File: src/rtl/bb_pkg.sv
`timescale 1ns / 1ps

package bb_pkg;

  // Register map: index taken from paddr[2]
  localparam logic REG_WIDTH  = 1'b0;
  localparam logic REG_HEIGHT = 1'b1;

  localparam int CFG_WIDTH_W  = 11;
  localparam int CFG_HEIGHT_W = 13;
  localparam int ROW_W        = 13;
  localparam int PIX_W        = 8;
  localparam int SUM_W        = 10;

  localparam logic [CFG_WIDTH_W-1:0]  WIDTH_RESET  = 11'd1024;
  localparam logic [CFG_HEIGHT_W-1:0] HEIGHT_RESET = 13'd768;

  // Entries in the front-to-back request queue
  localparam int QUEUE_DEPTH = 4;

  // Per-request control bits handed from the front to the back
  typedef struct packed {
    logic emit;
    logic row_end;
    logic frame_end;
  } bb_flags_t;

  // floor(s / 3) for s <= 765: multiply by 683 / 2048
  function automatic logic [PIX_W-1:0] div3(input logic [SUM_W-1:0] s);
    logic [20:0] p;
    p = 21'(s) * 21'd683;
    return p[18:11];
  endfunction

endpackage

File: src/rtl/bb_front.sv
`timescale 1ns / 1ps

module bb_front #(
  parameter int LINE_WIDTH = 1024
) (
  input  logic                                   clk_i,
  input  logic                                   rst_ni,
  input  logic [bb_pkg::CFG_WIDTH_W-1:0]         width_i,
  input  logic [bb_pkg::CFG_HEIGHT_W-1:0]        height_i,
  input  logic                                   accept_i,
  input  logic [bb_pkg::PIX_W-1:0]               pixel_i,
  input  logic                                   frame_start_i,
  output logic                                   push_o,
  output logic [$clog2(LINE_WIDTH)-1:0]          col_o,
  output logic [bb_pkg::PIX_W-1:0]               hmean_o,
  output bb_pkg::bb_flags_t                      flags_o
);

  localparam int AW = $clog2(LINE_WIDTH);
  localparam int WW = $clog2(LINE_WIDTH + 1);
  localparam int EW = (WW > bb_pkg::CFG_WIDTH_W) ? WW : bb_pkg::CFG_WIDTH_W;

  logic [AW-1:0]                col_q, col_d, col_base, col_cur, last_idx;
  logic [bb_pkg::ROW_W-1:0]     row_q, row_d, row_base, row_last;
  logic [bb_pkg::PIX_W-1:0]     p1_q, p2_q;
  logic [EW-1:0]                w_ext, w_eff;
  logic [bb_pkg::SUM_W-1:0]     hsum;
  logic                         last_col, last_row;

  // Effective frame geometry
  always_comb begin
    w_ext = EW'(width_i);
    if (w_ext < EW'(3)) begin
      w_eff = EW'(3);
    end else if (w_ext > EW'(LINE_WIDTH)) begin
      w_eff = EW'(LINE_WIDTH);
    end else begin
      w_eff = w_ext;
    end
    last_idx = AW'(w_eff - EW'(1));
    row_last = (height_i < 13'd3) ? 13'd2 : (height_i - 13'd1);
  end

  // Position of the current pixel
  always_comb begin
    col_base = frame_start_i ? '0 : col_q;
    row_base = frame_start_i ? '0 : row_q;
    col_cur  = (col_base >= last_idx) ? last_idx : col_base;
    last_col = (col_cur == last_idx);
    last_row = (row_base >= row_last);
    if (last_col) begin
      col_d = '0;
      row_d = last_row ? '0 : (row_base + 13'd1);
    end else begin
      col_d = col_cur + AW'(1);
      row_d = row_base;
    end
  end

  // Horizontal mean of the last three pixels
  assign hsum    = bb_pkg::SUM_W'(p2_q) + bb_pkg::SUM_W'(p1_q) + bb_pkg::SUM_W'(pixel_i);
  assign hmean_o = bb_pkg::div3(hsum);
  assign col_o   = col_cur;

  // Only columns with a full horizontal window touch the line store
  assign push_o            = accept_i && (col_cur >= AW'(2));
  assign flags_o.emit      = (row_base >= 13'd2);
  assign flags_o.row_end   = last_col;
  assign flags_o.frame_end = last_col && last_row;

  always_ff @(posedge clk_i or negedge rst_ni) begin
    if (!rst_ni) begin
      col_q <= '0;
      row_q <= '0;
      p1_q  <= '0;
      p2_q  <= '0;
    end else if (accept_i) begin
      col_q <= col_d;
      row_q <= row_d;
      p2_q  <= p1_q;
      p1_q  <= pixel_i;
    end
  end

endmodule

File: config.mk
export PLATFORM = sky130hd
export DESIGN_NAME = bb_front
export DESIGN_NICKNAME = d
export VERILOG_FILES = /design/src/rtl/bb_pkg.sv /design/src/rtl/bb_front.sv
export SDC_FILE = /design/constraint.sdc
export NUM_CORES = 1
export LEC_CHECK = 0
export ABC_CLOCK_PERIOD_IN_PS = 20000
export BUFFER_PORTS_ARGS = -buffer_cell sky130_fd_sc_hd__buf_2
export CAP_MARGIN = 20
export CELL_PAD_IN_SITES_DETAIL_PLACEMENT = 2
export CELL_PAD_IN_SITES_GLOBAL_PLACEMENT = 2
export CORE_UTILIZATION = 41
export CTS_BUF_LIST = sky130_fd_sc_hd__clkbuf_8
export DETAILED_ROUTE_END_ITERATION = 16
export GPL_TIMING_DRIVEN = 0
export HOLD_SLACK_MARGIN = 0.02
export PLACE_DENSITY_LB_ADDON = 0.1
export SLEW_MARGIN = 20
export SYNTH_ARGS = -nofsm -noshare
export SYNTH_HDL_FRONTEND = slang
export SYNTH_SLANG_ARGS = --single-unit
export TNS_END_PERCENT = 100
File: constraint.sdc
create_clock -name clk_i -period 20 [get_ports clk_i]
set_clock_uncertainty 0.15 [all_clocks]
set_input_delay 2 -clock clk_i [delete_from_list [all_inputs] [get_ports clk_i]]
set_output_delay 2 -clock clk_i [all_outputs]
set_load 0.005 [all_outputs]
======== Yosys cells after proc, flatten, opt, wreduce, memory -nomap -nowiden ========
Cells that the tools add are included.
W data, S select, Z words.
word-level totals
  register bits ........................... 39
  logic and storage cells ................. 30
  input port bits ......................... 36
operators by class
  order comparisons ....................... 7
  reductions and logical operators ........ 2
  equal/unequal tests ..................... 1
  add/sub/neg operators ................... 6
  multiplexer cells ....................... 9
  multiply operators ...................... 1
operator list
  operator                  number
  $mux W13                  4
  $mux W10                  5
  $mul A10 B10 Y19 const B  1
  $add A13 B1 Y13 const B   1
  $ge A13 B13 Y1            1
  $ge A13 B2 Y1 const B     1
  $lt A13 B2 Y1 const B     1
  $sub A13 B1 Y13 const B   1
  $gt A11 B11 Y1 const B    1
  $lt A11 B2 Y1 const B     1
  $add A10 B1 Y10 const B   1
  $add A9 B8 Y10            1
  $eq A10 B10 Y1            1
  $ge A10 B10 Y1            1
  $ge A10 B2 Y1 const B     1
  $sub A10 B1 Y10 const B   1
  $add A8 B8 Y9             1
  $logic_and A1 B1 Y1       2

======== Longest topological paths before layout ========
  word-level depth ........................ 8
  depth in mapped cells ................... 28

======== Least setup slack after synthesis ========
No wires, ideal clock.
  path kind ............................... input port to output port
  start point ............................. in pixel_i[1] (netlist name)
  end point ............................... out hmean_o[7] (netlist name)
  stages on the path ...................... 28
  slack ................................... 10069 ps
  data required time ...................... 17850 ps
  arrival ................................. 7781 ps
  cells stage by stage .................... fa_1 ha_1 inv_1 fa_1 inv_1 a21oi_1 o21bai_1 a21o_1 a21o_1 xor2_1 ha_1 ha_1 inv_1 fa_1 inv_1 fa_1 inv_1 fa_1 inv_1 ha_1 a21o_1 a21o_1 a21oi_1 a21oi_1 nor3_1 o31ai_1 a21oi_1 xnor2_1
between the ends
  longest elaborated chain between the ends .. 2
ends and longest elaborated chain
  item              RTL line        text
  start, declared   bb_front.sv:11  input logic [bb_pkg::PIX_W-1:0] pixel_i,
  $add A9 B8 Y10    bb_front.sv:61  assign hsum = bb_pkg::SUM_W'(p2_q) + bb_pkg::SUM_W'(p1_q) + bb_pkg::SUM_W'(pixel_i);
  $mul A10 B10 Y19  bb_pkg.sv:31    p = 21'(s) * 21'd683;
  end, declared     bb_front.sv:15  output logic [bb_pkg::PIX_W-1:0] hmean_o,
Every way passes these cells.

======== Worst setup path in the final report ========
Same ends and word-level chain as after synthesis.

==> metrics.txt <==
Rel. slew slack=about 36%; Setup WS post-layout=a little over 9 ns; Rows=43; IO Count=58; initial antenna violation count=0; FF+latch count, synth=39; ys flop type=dfrtp_1; Slowest Stage Delay on Critical Path=0.57 ns; Post-Synthesis Net Count=a little over 800; drt pass-1 iters=5; area leader, netlist=ha_1; Num CTS Buffers=5; Clock Pin Slew Worst Setup and Hold Paths=0.08 ns; placed instance count=between 800 and 900; # resized after CTS=0; initial core utilization=41.9%; global-route wire length before repair=29700 microns; GRT overflow=0; final wirelength=18100 microns; fin. max-slew vios=0; CTS tree=built; layout cell share with drive strength beyond 1=roughly 15%; Worst Hold Class=flip-flop to flip-flop; hold path cells=2; Synth async-reset ratio=100%; GR Util All Layers=26.0%; Root Buffer=clkbuf_8; CP Capture Type=output pin; FF-to-FF Start=col_q[2]$_DFFE_PN0P_; # hold bufs at CTS=0; CTS sink count=39; Nets=slightly below 900; Netlist cell types=72; wire length per cell=about 20 microns; maximum clock path buffer count=2; Reg2Reg Depth=15; routed via count=between 5000 and 6000; dpl ws=approximately 9 ns; Chip Width=roughly 120 microns; routed vias/inst=5.76; number of diodes=0; Worst Max-Slew Pin Slew=about 0.95 ns; Iter 0 DRT Violations=approximately 200; most common cell in the netlist=ha_1; Worst Setup SP=pixel_i[1]; post-synth top area share=around a fifth; Synth area leaders=ha_1, dfrtp_1, fa_1; post-route insts no fill=902; # setup viols final=0; Syn Inst Count=between 600 and 700; post-DP HPWL=around 15000 microns; sequential share of the synthesized area=roughly 17%; filler cell count=1545; RePlAce Congestion=0.859; EDFF count, synth=0; Startpoint Class=primary input; CP max FO=4; I/O Buffers=between 50 and 60; Worst-Skew Late Latency=between 0.3 and 0.4 ns; Tcrit/Tclk final=54.5%; critical path type=primary input to output pin; max-cap viol count=0; fmax=roughly 92 MHz; most numerous cell on the critical path=inv_1; WP data required=roughly 18 ns; vias in the first global route=about 6000; CP arrival=a little under 9 ns; Die Ht=between 100 and 150 microns; postcts setup bufs=0; Setup Total Neg Slack=0 ns; area grow syn2layout=10.7%; core area=13800 sq um; syn_area_per_cell=between 8 and 9 sq um; largest net degree at the start of global routing=40; outcome=finished clean; hold_sp=col_q[8]$_DFFE_PN0P_; Cell Area, Synth=about 5800 sq um; slowest CP cell=fa_1; yosys warns=0; DRC=0; H-tree levels=2; Hold Path End=col_q[8]$_DFFE_PN0P_; RSZ-0062 raised after global routing=false; Period minus WS final=about 11 ns; worst reg-to-reg setup slack=about 16 ns; Die Area=between 10000 and 15000 sq um; final hold viol count=0; Antenna Violating Nets Remaining=0; Worst R2R End=col_q[8]$_DFFE_PN0P_; Post-synth top cells=ha_1, inv_1, nand2_1
-- flip-flops by register name, summed over array words and instances, names as in the netlist --
| signal | cells |
|---|---|
| col_q | 10 |
| p1_q | 8 |
| p2_q | 8 |
| row_q | 13 |
-- critical path: cells and delay by family --
kind / cells / cell delay (ns)
adders and majority gates: 9 / 3.61
AOI/OAI and AO/OA: 10 / 1.65
buffers and inverters: 8 / 0.60
xor gates and xnor gates: 2 / 0.56
and+or+nand+nor: 1 / 0.32
-- layout by cell type, fill, tap and decap left out, types with 9 or more instances in the layout --
master     n
a21o_1    10
nor3_1    16
o21ai_0   12
nand3_1   15
nor4_1    12
buf_2     57
mux2i_1    9
xnor2_1   25
mux2_2    20
nand2_1   55
nor2b_1   19
fa_1      30
ha_1      92
a21oi_1   23
xor2_1    13
clkbuf_1  12
nor2_1    36
inv_1     77
dfrtp_1   39
-- how the worst max path moves through the flow --
stage                 endpoint  slack [ns]  cells past startpoint
CTS                 hmean_o[7]        8.98                     30
global placement    hmean_o[7]        9.25                     30
detailed placement  hmean_o[7]        9.04                     30
global route        hmean_o[7]        8.60                     30
floorplan           hmean_o[7]       10.07                     28
finish              hmean_o[7]        9.10                     30
-- through the flow --
| step | util, % | hold slack (ns) | cell area, sq um |
|---|---|---|---|
| 6_report | 46.3 | 0.333 | 6410 |
| 5_1_grt | 46.3 | 0.371 | 6410 |
| 4_1_cts | 46.3 | 0.341 | 6410 |
| 3_5_place_dp | 45.5 | 0.322 | 6290 |
| 3_3_place_gp | 45.5 | 0.305 | 6290 |
| 2_1_floorplan | - | 0.291 | 5790 |
-- logic make-up (layout without fill, tap and decap cells) --
family                     Yosys count  in the layout  synth area share, %
and+or+nand+nor                    199            199                 17.7
AOI/OAI and AO/OA                  129            129                 16.5
adders and majority gates          122            122                 30.3
buffers and inverters              102            165                 7.11
xor gates and xnor gates            39             39                 6.14
DFF                                 39             39                 16.9
muxes                               29             29                 5.45
-- per-layer routing --
layer,vias to the layer above,wire length (microns),global-route usage [%]
met2,78,9410,48.0
met5,-,0,0
li1,2462,-,-
met3,16,504,3.21
met1,2639,7990,32.4
met4,0,197,4.55
-- layout make-up --
class | instances | area (sq um) | area share, %
Buffer | 22 | 111 | 1.74
Clock buffer | 6 | 82.6 | 1.29
Clock inverter | 2 | 35.0 | 0.547
Inverter | 80 | 300 | 4.69
Multi-Input combinational cell | 518 | 4400 | 68.7
Sequential cell | 39 | 976 | 15.2
Tap cell | 180 | 225 | 3.51
Timing Repair Buffer | 55 | 275 | 4.30
Power is not shown: default switching activity piles up to over one toggle a cycle in this logic, so the estimate is an artifact.
