## config.mk

```make
export PLATFORM = sky130hd
export DESIGN_NAME = bb_queue
export DESIGN_NICKNAME = d
export VERILOG_FILES = /design/src/rtl/bb_pkg.sv /design/src/rtl/bb_queue.sv
export SDC_FILE = /design/constraint.sdc
export NUM_CORES = 1
export LEC_CHECK = 0
export BUFFER_PORTS_ARGS = -buffer_cell sky130_fd_sc_hd__buf_2
export CAP_MARGIN = 30
export CORE_MARGIN = 4
export CORE_UTILIZATION = 30
export DETAILED_ROUTE_END_ITERATION = 8
export GPL_TIMING_DRIVEN = 0
export HOLD_SLACK_MARGIN = 0.05
export PLACE_DENSITY = 0.57
export SLEW_MARGIN = 20
export SYNTH_ARGS = -nofsm -noshare
export SYNTH_HDL_FRONTEND = slang
export SYNTH_SLANG_ARGS = --single-unit
```

## constraint.sdc

```tcl
create_clock -name clk_i -period 2.7 [get_ports clk_i]
set_input_delay 0.135 -clock clk_i [delete_from_list [all_inputs] [get_ports clk_i]]
set_output_delay 0.135 -clock clk_i [all_outputs]
set_load 0.01 [all_outputs]
```

## src/rtl/bb_pkg.sv

```systemverilog
`timescale 1ns / 1ps

package bb_pkg;

  // Register map: index taken from paddr[2]
  localparam logic REG_WIDTH  = 1'b0;
  localparam logic REG_HEIGHT = 1'b1;

  localparam int CFG_WIDTH_W  = 11;
  localparam int CFG_HEIGHT_W = 13;
  localparam int ROW_W        = 13;
  localparam int PIX_W        = 8;
  localparam int SUM_W        = 10;

  localparam logic [CFG_WIDTH_W-1:0]  WIDTH_RESET  = 11'd1024;
  localparam logic [CFG_HEIGHT_W-1:0] HEIGHT_RESET = 13'd768;

  // Entries in the front-to-back request queue
  localparam int QUEUE_DEPTH = 4;

  // Per-request control bits handed from the front to the back
  typedef struct packed {
    logic emit;
    logic row_end;
    logic frame_end;
  } bb_flags_t;

  // floor(s / 3) for s <= 765: multiply by 683 / 2048
  function automatic logic [PIX_W-1:0] div3(input logic [SUM_W-1:0] s);
    logic [20:0] p;
    p = 21'(s) * 21'd683;
    return p[18:11];
  endfunction

endpackage

```

## src/rtl/bb_queue.sv

```systemverilog
`timescale 1ns / 1ps

module bb_queue #(
  parameter int W = 8
) (
  input  logic         clk_i,
  input  logic         rst_ni,
  input  logic         push_i,
  input  logic [W-1:0] push_data_i,
  output logic         full_o,
  input  logic         pop_i,
  output logic         pop_valid_o,
  output logic [W-1:0] pop_data_o
);

  localparam int PW = $clog2(bb_pkg::QUEUE_DEPTH);
  localparam int CW = $clog2(bb_pkg::QUEUE_DEPTH + 1);

  logic [W-1:0]  slot_q [bb_pkg::QUEUE_DEPTH];
  logic [PW-1:0] wr_ptr_q, rd_ptr_q;
  logic [CW-1:0] count_q, count_d;
  logic          do_pop;

  assign do_pop      = pop_i && pop_valid_o;
  assign pop_valid_o = (count_q != '0);
  assign pop_data_o  = slot_q[rd_ptr_q];
  assign full_o      = (count_q == CW'(bb_pkg::QUEUE_DEPTH));

  always_comb begin
    count_d = count_q;
    if (push_i && !do_pop) begin
      count_d = count_q + CW'(1);
    end else if (!push_i && do_pop) begin
      count_d = count_q - CW'(1);
    end
  end

  // Pointers and fill count
  always_ff @(posedge clk_i or negedge rst_ni) begin
    if (!rst_ni) begin
      wr_ptr_q <= '0;
      rd_ptr_q <= '0;
      count_q  <= '0;
    end else begin
      count_q <= count_d;
      if (push_i) begin
        wr_ptr_q <= (wr_ptr_q == PW'(bb_pkg::QUEUE_DEPTH - 1)) ? '0 : wr_ptr_q + PW'(1);
      end
      if (do_pop) begin
        rd_ptr_q <= (rd_ptr_q == PW'(bb_pkg::QUEUE_DEPTH - 1)) ? '0 : rd_ptr_q + PW'(1);
      end
    end
  end

  // Storage
  always_ff @(posedge clk_i) begin
    if (push_i) begin
      slot_q[wr_ptr_q] <= push_data_i;
    end
  end

endmodule

```

; ---- After elaboration in Yosys (flattened, before gate mapping)
; Memories as Yosys holds them, arrays and structs flattened.
; Cells that the tools add are included.
[totals]
register_bits = 7
ram_bits = 32
out_inout_bits = 10
elab_cells = 24
memories = 1
[op_classes]
addsub = 4
eq_ne = 3
mux = 6
reduce_logical = 7
[mem_list]
columns = memory, depth, width, rd, rd_ports_with_merged_regs, wr, line_no
row1 = slot_q, 4, 8, 1, 0, 1, bb_queue.sv:19  ; logic [W-1:0] slot_q [bb_pkg::QUEUE_DEPTH];
[ops]
columns = cell, n
row1 = $mux 3, 2
row2 = $add 2x1->2 const B, 2
row3 = $eq 2x2->1 const B, 2
row4 = $mux 2, 2
row5 = $add 3x1->3 const B, 1
row6 = $eq 3x3->1 const B, 1
row7 = $logic_and 1x1->1, 3
row8 = $reduce_bool 3->1, 1
row9 = $sub 3x1->3 const B, 1
row10 = $logic_not 1->1, 2
row11 = $mux 1, 2
row12 = $reduce_bool 2->1, 1

; ---- Depth between registers and ports, before layout
; Gate-level depths: netlist of run 1.
[depth]
depth_word = 5
depth_mapped = 8

; ---- Worst setup path after synthesis of run 1
; OpenSTA, ideal clock, no wires.
[synth_timing]
path_kind = reg2reg
startpoint = register count_q[1]
endpoint = register count_q[2]
setup_time_ns = 0.079
arrival_time_ns = 1.880
slack_ns = 0.741
path_stages_with_launch = 9
n_path_buf = 0
cell_sequence = dfrtp_1 or3_4 nand2_4 ha_1 inv_1 fa_1 xor2_1 nor2_1 xor2_1
[synth_between]
elab_chain_len = 5
[synth_lines]
columns = item, line_no
row1 = from (decl), bb_queue.sv:21  ; logic [CW-1:0] count_q, count_d;
row2 = from (signal assigned), bb_queue.sv:45  ; count_q <= count_d;
row3 = $reduce_bool 3->1 (*), bb_queue.sv:25  ; assign pop_valid_o = (count_q != '0);
row4 = named net pop_valid_o, bb_queue.sv:12  ; output logic pop_valid_o,
row5 = $logic_and 1x1->1 (*), bb_queue.sv:24  ; assign do_pop = pop_i && pop_valid_o;
row6 = $logic_not 1->1, bb_queue.sv:31  ; if (push_i && !do_pop) begin
row7 = $logic_and 1x1->1, bb_queue.sv:31
row8 = $mux 3 or $reduce_bool 2->1 (tied branches), -
; Mark *: on every way through the listed nets, which the timed path passes. The rest lies on a longest branch. The select of a mux whose other input is x is not followed.
; A chain may end at the register's enable or synchronous reset.

; ---- Final worst setup path of run 1
[layout_timing]
startpoint = register count_q[0]
endpoint = register count_q[2]
[layout_between]
elab_chain_len = 5
[layout_lines]
columns = item
row1 = "parallel branches: the longest is 5 deep, another holds $sub 3x1->3"
; Parallel ways; which one is timed is not known. The select of a mux whose other input is x is not followed.

==> impl_metrics.csv, run 1 <==
group,metric,value,unit
sta,setup_viol,0,
sta,rsz0062_at_grt,"false",
placement,dp.cells,170,
logic_synthesis,yosys.area.top_type,"edfxtp_1",
logic_synthesis,syn_nets,98,
detailed_routing,num_vias,766,
pwr,power_leakage,0.7106,nW
logic_synthesis,avgSynthCellArea,20.04,µm²
pwr,ir_drop,0.2815,mV
sta,hold_viol,0,
grt,grt_pass1_vias,833,
finish,seq_area,0.001136,mm²
floorplan,start_util,30.99,%
clocking,clock_latency,290,ps
detailed_routing,drtIter0Drc,32,
logic_synthesis,ys_types,19,
floorplan,design.core.area,0.005107,mm²
sta,worstMarginPinSlew,553.2,ps
finish,fillCellCount,478,
worst_setup_path,cp_max_fo,4,
finish,fin_cells,180,
logic_synthesis,yosysSeqAreaShare,71.78,%
sta,finalSetupTns,0,ps
floorplan,rows,26,
worst_setup_path,cp.arrival,2270,ps
hold_path,hold_class,"in2reg",
detailed_routing,wl_per_cell,14.19,µm
grt,grt_usage,8.889,%
placement,dp_hpwl,1.760,mm
grt,grt_antenna_before_repair,0,
grt,overflow,0,
logic_synthesis,yosys_warnings,0,
logic_synthesis,ys_seq_elements,39,
worst_setup_path,worst_r2r_startpoint,"count_q[0]",
clocking,clock_path_buffers,2,
sta,max_slew_margin,63.12,%
run_status,status,"finished, final reports clean",
detailed_routing,route.detailed.drc,0,
grt,grt_max_degree,13,
worst_setup_path,path_class,"reg2reg",
placement,port_buffers,21,
finish,nets,128,
finish,multiInputGateArea,426.7,µm²
floorplan,fp.dieH,80.64,µm
pwr,pwr_density_cell,1023,mW/mm²
clocking,hold_buffers,2,
detailed_routing,ant_nets,0,
logic_synthesis,ys_top_cells_by_area,"edfxtp_1 61%, mux4_2 11%, dfrtp_1 11%, ha_1 4.7%, mux2_4 1.9%",
finish,diodes,0,
clocking,clkSlewWorstSetupHoldPaths,70,ps
detailed_routing,via_per_inst,4.256,
detailed_routing,wl,2.555,mm
sta,slew_violations,0,
grt,grt_pass1_wl,4.105,mm
floorplan,ios,22,
placement,gp_congestion,0.7052,
logic_synthesis,netlist_instances,79,
worst_setup_path,worst_setup_path_end_kind,"flop",
clocking,tritoncts,"yes",
finish,areaGrowthSynthToFinish,20.24,%
worst_setup_path,crit_path_start_kind,"flop",
hold_path,min_from,"push_data_i[1]",
detailed_routing,first_pass_iters,4,
clocking,cts_max_level,2,
run,maxCapViolations,0,
sta,min_period_over_period,76.32,%
clocking,clock-root-buffer,"clkbuf_8",
sta,fin_crit,2061,ps
hold_path,holdPathEnd,"slot_q[3][1]",
worst_setup_path,timing.reg2reg.setup_slack,640,ps
floorplan,die_w,80.64,µm
floorplan,die_area,0.006502,mm²
finish,drive_gt1_share,38.18,%
worst_setup_path,rr_endpoint,"count_q[2]",
logic_synthesis,synth_area,0.001583,mm²
worst_setup_path,rr_worst_depth,8,
hold_path,hold-path-cell-count,1,
clocking,post_cts_resized,0,
sta,worst_clock_skew,9.668,ps
clocking,cts_buffers,5,
clocking,cts_sinks,39,
logic_synthesis,netlist.area_leader.share,60.71,%
clocking,cts_setup_buffers,0,
sta,clock.fmax,485.3,MHz
worst_setup_path,required,2910,ps
## Yosys cell counts
cell type  count
edfxtp_1      32
mux4_2         8
dfrtp_1        7
ha_1           6
and2_1         4
inv_1          3
nor2_1         3
mux2_4         2
nand2_1        2
o21ai_0        2
xor2_1         2
buf_2          1
clkbuf_1       1
fa_1           1
mux2_2         1
nand2_4        1
nor3b_1        1
or3_4          1
xnor2_1        1
## cell families after synthesis
family                     share of synthesized area [%]
DFF                                                71.78
and+or+nand+nor                                    4.664
muxes                                              13.99
adders and majority gates                          6.008
buffers and inverters                              1.264
xor gates and xnor gates                           1.660
AOI/OAI and AO/OA                                 0.6324
## layout make-up
cell class	instances	share of cell area [%]
Tap cell	70	4.602
Clock inverter	3	2.038
Clock buffer	5	3.616
Multi-Input combinational cell	35	22.42
Sequential cell	39	59.70
Buffer	2	0.4602
Inverter	3	0.5917
Timing Repair Buffer	23	6.575
## report_power, final
part	internal [W]	switching, W
logic	0.000318	0.000313
clock network	0.000270	0.000188
registers	0.000794	0.0000636
total	0.00138	0.000564
## routing by layer
metal | GRT usage (%) | routed length, µm | up-vias
met5 | 0 | 0 | -
met4 | 5.574 | 67 | 0
met3 | 3.139 | 155 | 6
met2 | 14.65 | 1302 | 17
met1 | 9.684 | 1030 | 379
li1 | - | - | 364
## state kept, by name, summed over array words and instances (netlist names)
register	flops
slot_q	32
rd_ptr_q	2
count_q	3
wr_ptr_q	2
## stage by stage
step | worst slack (ps) | util [%] | area (µm²) | hold slack, ps | total power (W)
after floorplan | 741.2 | - | 1583 | -160.6 | 0.001305
after global placement | 709.7 | 34.76 | 1775 | -27.46 | 0.001480
after detailed placement | 646.5 | 34.76 | 1775 | -18.18 | 0.001514
after CTS | 634.0 | 37.26 | 1903 | 52.47 | 0.001978
after global routing | 549.3 | 37.26 | 1903 | 61.94 | 0.002067
final | 639.4 | 37.26 | 1903 | 60.14 | 0.001946
## cell usage in the layout (no fill, tap or decap), drive strengths merged, types with 2 or more instances in the layout
cell type | netlist | layout
and2 | 4 | 4
buf | 1 | 22
clkbuf | 1 | 6
clkinv | 0 | 2
dfrtp | 7 | 7
dlygate4sd3 | 0 | 2
edfxtp | 32 | 32
ha | 6 | 6
inv | 3 | 3
mux2 | 3 | 3
mux4 | 8 | 8
nand2 | 3 | 3
nor2 | 3 | 3
o21ai | 2 | 2
xor2 | 2 | 2
## worst max-delay path, cell delays in order (launching register included)
cell	delay (ps)
dfrtp_1	440
or3_4	400
nand2_4	90
ha_1	170
inv_1	60
fa_1	380
xor2_1	150
nor2_1	110
xor2_1	160
## worst max-delay path by stage
stage               startpoint    endpoint  slack (ps)
floorplan           count_q[1]  count_q[2]         740
global placement    count_q[0]  count_q[2]         710
global route        count_q[1]  count_q[2]         550
detailed placement  count_q[1]  count_q[2]         650
CTS                 count_q[1]  count_q[2]         630
finish              count_q[0]  count_q[2]         640
Power figures use the tool's default switching activity.
==> run 2: changes to the inputs <==
--- a/config.mk
+++ b/config.mk
@@ -12,7 +12,7 @@
 export DETAILED_ROUTE_END_ITERATION = 8
 export GPL_TIMING_DRIVEN = 0
 export HOLD_SLACK_MARGIN = 0.05
-export PLACE_DENSITY = 0.57
+export PLACE_DENSITY = 0.59
 export SLEW_MARGIN = 20
 export SYNTH_ARGS = -nofsm -noshare
 export SYNTH_HDL_FRONTEND = slang
==> constraint.sdc (replaced) <==
create_clock -name clk_i -period 1.7 [get_ports clk_i]
set_input_delay 0.085 -clock clk_i [delete_from_list [all_inputs] [get_ports clk_i]]
set_output_delay 0.085 -clock clk_i [all_outputs]
set_load 0.01 [all_outputs]
==> run 2 against run 1 <==
The flow now finishes with violations (setup timing). Worst setup slack got worse by 810 ps. Register-to-register slack got worse by 810 ps. Non-clock buffer count rose by 13. Sequential share of layout area fell by 3.4 points. Wire length rose by 1.9%. Sequential cell count did not move. Die area did not move. Clock skew fell by 6.9 ps. Clock power rose by 23%. Global-route usage rose by 0.20 points. Power rose by 58%.
==> impl_metrics.csv, run 2 (synthesized netlist as in run 1, its figures left out) <==
group,metric,value,unit
detailed_routing,num_vias,817,
sta,rsz0062_at_grt,"true",
pwr,power_leakage,0.7637,nW
sta,setup_viol,2,
detailed_routing,route.met3.wl,163,µm
finish,nets,141,
run_status,violations,"setup timing",
placement,dp.cells,170,
clocking,tritoncts,"yes",
worst_setup_path,crit_path_start_kind,"flop",
detailed_routing,wl,2.603,mm
detailed_routing,wl_per_cell,13.49,µm
pwr,p_sw,0.0009068,W
floorplan,rows,26,
pwr,total_power,0.003069,W
floorplan,fp.dieH,80.64,µm
sta,hold_viol,0,
floorplan,ios,22,
pwr,p_clk_share,18.4,%
hold_path,hold-path-cell-count,3,
pwr,swShare,29.54,%
finish,reg_top3,"slot_q: 32 flops, count_q: 3 flops",
sta,fin_crit,1875,ps
placement,gp_congestion,0.7148,
placement,port_buffers,21,
floorplan,start_util,30.99,%
pwr,pwr-share-seq,44.0,%
worst_setup_path,timing.reg2reg.setup_slack,-180,ps
sta,min_period_over_period,110.3,%
floorplan,die_area,0.006502,mm²
worst_setup_path,cp.arrival,2070,ps
finish,largest_reg_flops,32,
sta,worst_clock_skew,2.777,ps
clocking,clock_latency,270,ps
grt,grt_pass1_wl,4.402,mm
run,maxCapViolations,0,
detailed_routing,wl_met2,1.325,mm
hold_path,hold_class,"in2reg",
detailed_routing,route.detailed.drc,0,
grt,overflow,0,
grt,grt_max_degree,12,
worst_setup_path,required,1900,ps
detailed_routing,ant_nets,0,
floorplan,die_w,80.64,µm
worst_setup_path,rr_worst_depth,8,
placement,dp_hpwl,1.844,mm
pwr,combPwrFrac,37.6,%
finish,top_register,"slot_q",
detailed_routing,via_per_inst,4.233,
sta,slew_violations,0,
finish,areaGrowthSynthToFinish,27.59,%
grt,grt_antenna_before_repair,0,
detailed_routing,first_pass_iters,4,
worst_setup_path,path_class,"reg2reg",
clocking,cts_max_level,2,
sta,worstMarginPinSlew,452.7,ps
clocking,cts_buffers,5,
pwr,pwr_density_cell,1520,mW/mm²
grt,grt_usage,9.093,%
floorplan,design.core.area,0.005107,mm²
sta,max_slew_margin,69.82,%
detailed_routing,drt-met1-wl,1.114,mm
detailed_routing,top_layer_used,"met3",
clocking,clock_path_buffers,2,
clocking,clkSlewWorstSetupHoldPaths,70,ps
finish,final_common_cell,"edfxtp_1",
pwr,ir_drop,0.6647,mV
finish,fin_cells,193,
worst_setup_path,cp_max_fo,2,
clocking,clock-root-buffer,"clkbuf_8",
clocking,cts_sinks,39,
run_status,status,"finished, violations left",
finish,final_cell_mix,"32 x edfxtp_1, 21 x buf_2, 9 x dlygate4sd3_1, 8 x mux4_2",
sta,clock.fmax,533.3,MHz
detailed_routing,drtIter0Drc,31,
finish,drive_gt1_share,42.28,%
finish,diodes,0,
pwr,internal_power,0.002163,W
sta,worst_slack,-175.0,ps
worst_setup_path,worst_setup_path_end_kind,"flop",
finish,fillCellCount,493,
grt,grt_pass1_vias,909,
run 2: changes by cell type in the layout (fill, tap and decap cells not counted), sizes merged:
cell	delta
clkbuf	+2
buf	+6
bufinv	-1
clkinv	-1
dlygate4sd3	+7
run 2: final cells by class:
cell class | instances | area [µm²] | area share, %
Clock inverter | 1 | 5.005 | 0.2478
Tap cell | 70 | 87.58 | 4.337
Timing Repair Buffer | 36 | 240.2 | 11.90
Clock buffer | 7 | 76.32 | 3.779
Buffer | 2 | 16.27 | 0.8055
Sequential cell | 39 | 1137 | 56.32
Inverter | 3 | 11.26 | 0.5576
Multi-Input combinational cell | 35 | 445.4 | 22.06
run 2: metrics by stage:
step                      utilization, %  cell area [µm²]  setup slack (ps)  hold slack [ps]  TNS [ps]
after detailed placement           35.13             1794            -277.4           -71.45    -466.2
final                              39.54             2019            -175.0            134.3    -301.8
after floorplan                        -             1602            -169.5           -210.6    -331.0
after global routing               39.54             2019            -246.7            127.9    -414.1
after global placement             35.13             1794            -192.4           -78.30    -355.0
after CTS                          39.32             2008            -185.7            126.5    -303.2
run 2: worst paths after layout:
kind                       startpoint          end
max reg2reg                count_q[0]   count_q[2]
min in group asynchronous      rst_ni  wr_ptr_q[1]
min reg2reg                count_q[2]   count_q[2]
min                            push_i  wr_ptr_q[1]
max                        count_q[0]   count_q[2]
max in group asynchronous      rst_ni   count_q[0]
run 2: worst max-delay path, stage by stage (launching register included):
cell     delay [ps]
dfrtp_2         420
or3_4           390
nand2_4          90
ha_4            130
inv_2            30
fa_2            320
xor2_1          150
nor2_1          110
xor2_1          160
run 2: layer usage:
metal / vias up / track usage (%)
met3: 0 / 3.027
met5: - / 0
li1: 385 / -
met1: 408 / 11.17
met4: 0 / 2.534
met2: 24 / 15.23
run 2: power groups by stage:
stage | combinational, W | clock [W] | sequential (W)
after floorplan | 0.000749 | 0 | 0.00136
after global placement | 0.00102 | 0 | 0.00137
after detailed placement | 0.00104 | 0 | 0.00139
after CTS | 0.00117 | 0.000587 | 0.00135
after global routing | 0.00128 | 0.000636 | 0.00137
final | 0.00115 | 0.000565 | 0.00135
run 2: what timing repair did:
item / CTS / global route
endpoints found under the hold margin: 39 / 0
hold buffers: 9 / 0
endpoints found under the setup margin: 10 / 4
resized for setup: 3 / 1
pin swaps: 3 / 1
setup buffers: 5 / 1
==> run 3: changes to the inputs <==
--- a/config.mk
+++ b/config.mk
@@ -8,11 +8,11 @@
 export BUFFER_PORTS_ARGS = -buffer_cell sky130_fd_sc_hd__buf_2
 export CAP_MARGIN = 30
 export CORE_MARGIN = 4
-export CORE_UTILIZATION = 30
+export CORE_UTILIZATION = 50
 export DETAILED_ROUTE_END_ITERATION = 8
 export GPL_TIMING_DRIVEN = 0
 export HOLD_SLACK_MARGIN = 0.05
-export PLACE_DENSITY = 0.59
+export PLACE_DENSITY = 0.84
 export SLEW_MARGIN = 20
 export SYNTH_ARGS = -nofsm -noshare
 export SYNTH_HDL_FRONTEND = slang
==> run 3 against run 2 <==
The flow still finishes with violations (setup timing). Worst setup slack got worse by 4.6 ps. Non-clock buffer count rose by 5. Highest routed layer is now met4. Fmax fell by 0.25%. Hold slack got worse by 47 ps. Sequential cell count did not move. Power fell by 0.15%. Die area fell by 36%. Count of clock-buffer cells in the layout fell by 1. Critical endpoint is now count_q[1]. Clock skew rose by 5.2 ps.
==> impl_metrics.csv, run 3 (synthesized netlist as in run 1, its figures left out) <==
group,metric,value,unit
finish,largest_reg_flops,32,
finish,top_register,"slot_q",
worst_setup_path,timing.reg2reg.setup_slack,-180,ps
worst_setup_path,rr_worst_depth,6,
detailed_routing,wl,2.661,mm
sta,rsz0062_at_grt,"true",
floorplan,design.core.area,0.003053,mm²
detailed_routing,wl_per_cell,15.47,µm
pwr,pwr_density_cell,1515,mW/mm²
sta,slew_violations,0,
clocking,clock-root-buffer,"clkbuf_4",
sta,worst_clock_skew,7.940,ps
sta,max_slew_margin,71.24,%
worst_setup_path,worstPathCellList,"or3_4 -> nand2_4 -> ha_4 -> inv_2 -> fa_2 -> mux2_4",
floorplan,die_w,64.27,µm
clocking,clock_path_buffers,2,
grt,grt_usage,14.76,%
placement,place_ws,-258.9,ps
hold_path,hold_class,"in2async",
sta,hold_viol,0,
finish,fin_cells,172,
detailed_routing,ant_nets,0,
worst_setup_path,crit_path_start_kind,"flop",
floorplan,fp.dieH,64.27,µm
worst_setup_path,startpoint,"count_q[2]",
worst_setup_path,cp_slowest_cell,"dfrtp_1",
floorplan,start_util,51.84,%
detailed_routing,num_vias,845,
worst_setup_path,path_class,"reg2reg",
run,maxCapViolations,0,
worst_setup_path,cp_max_fo,2,
clocking,cts_sinks,39,
grt,grt_max_degree,12,
sta,min_period_over_period,110.6,%
floorplan,ios,22,
worst_setup_path,worst_r2r_startpoint,"count_q[2]",
worst_setup_path,cp_slowest_stage_delay,420,ps
run_status,violations,"setup timing",
placement,gp_congestion,0.7299,
sta,worstMarginPinSlew,431.4,ps
finish,final_common_cell,"edfxtp_1",
finish,final_cell_mix,"32 x edfxtp_1, 21 x buf_2, 11 x dlygate4sd3_1, 9 x buf_4, 8 x mux4_2",
finish,reg_top3,"slot_q: 32 flops, count_q: 3 flops",
placement,dp.cells,144,
sta,setup_viol,2,
finish,areaGrowthSynthToFinish,27.83,%
finish,diodes,0,
floorplan,rows,20,
detailed_routing,first_pass_iters,4,
worst_setup_path,required,1930,ps
pwr,power_leakage,0.7793,nW
run_status,status,"finished, violations left",
detailed_routing,drtIter0Drc,24,
grt,grt_antenna_before_repair,0,
pwr,ir_drop,0.7149,mV
worst_setup_path,cp.arrival,2110,ps
detailed_routing,via_per_inst,4.913,
sta,clock.fmax,532.0,MHz
sta,worst_slack,-179.6,ps
placement,port_buffers,21,
floorplan,die_area,0.004130,mm²
clocking,cts_buffers,5,
clocking,clock_latency,340,ps
worst_setup_path,worst_setup_path_end_kind,"flop",
sta,fin_crit,1880,ps
finish,fillCellCount,226,
worst_setup_path,rr_endpoint,"count_q[1]",
grt,overflow,0,
detailed_routing,route.detailed.drc,0,
finish,drive_gt1_share,43.75,%
grt,grt_pass1_vias,909,
grt,grt_pass1_wl,4.278,mm
finish,nets,146,
clocking,cts_max_level,2,
clocking,clkSlewWorstSetupHoldPaths,100,ps
clocking,tritoncts,"yes",
-- run 3: stage by stage --
step                util [%]  setup TNS [ps]  power, W  cell area, µm²  hold slack [ps]
floorplan                  -          -331.0  0.002106            1602           -210.6
global placement       57.70          -338.7  0.002360            1762           -75.17
detailed placement     57.70          -494.5  0.002431            1762           -72.78
CTS                    64.02          -353.0  0.002948            1954            82.53
global route           66.27          -474.3  0.003277            2023            93.42
finish                 66.27          -359.2  0.003065            2023            87.33
-- run 3: where the power goes --
| part | internal (W) | switching, W | total (W) |
|---|---|---|---|
| Combinational | 0.000720 | 0.000507 | 0.00123 |
| Sequential | 0.00127 | 0.000143 | 0.00141 |
| Clock | 0.000153 | 0.000276 | 0.000430 |
| Total | 0.00214 | 0.000926 | 0.00306 |
-- run 3: layer usage --
| metal | global-route usage, % | routed length, µm |
|---|---|---|
| met1 | 15.71 | 1044 |
| met4 | 8.707 | 93 |
| met3 | 4.218 | 102 |
| met2 | 25.77 | 1421 |
| met5 | 0 | 0 |
-- run 3: how the worst max path moves through the flow --
stage / end / slack [ps] / cells past startpoint
after global placement: count_q[2] / -180 / 8
after global routing: count_q[2] / -250 / 8
final: count_q[1] / -180 / 6
after CTS: count_q[2] / -180 / 8
after detailed placement: count_q[2] / -260 / 8
after floorplan: count_q[2] / -170 / 8
-- run 3: timing repair --
| item | 4_1_cts | 5_1_grt |
|---|---|---|
| gates cloned | 0 | 1 |
| setup buffers | 4 | 5 |
| pin swaps | 2 | 0 |
| hold endpoints to repair | 41 | 0 |
| hold buffers | 11 | 0 |
| endpoints found under the setup margin | 10 | 8 |
| gates resized for setup | 3 | 3 |
-- run 3: layout make-up --
cell class              count  area (µm²)  area share, %
plain buffers               1       15.01         0.7421
clock buffers               6       41.29          2.041
clock inverters             2       7.507         0.3711
inverters                   3       11.26         0.5566
multi-input cells          35       445.4          22.02
flip-flops and latches     39        1140          56.34
well taps                  44       55.05          2.721
repair buffers             42       307.8          15.21
-- run 3: worst max-delay path: cells and delay by family (launching register included) --
kind	cells	cell delay, ps
DFF	1	420
buffers and inverters	1	40
muxes	1	270
and+or+nand+nor	2	500
adders and majority gates	2	540
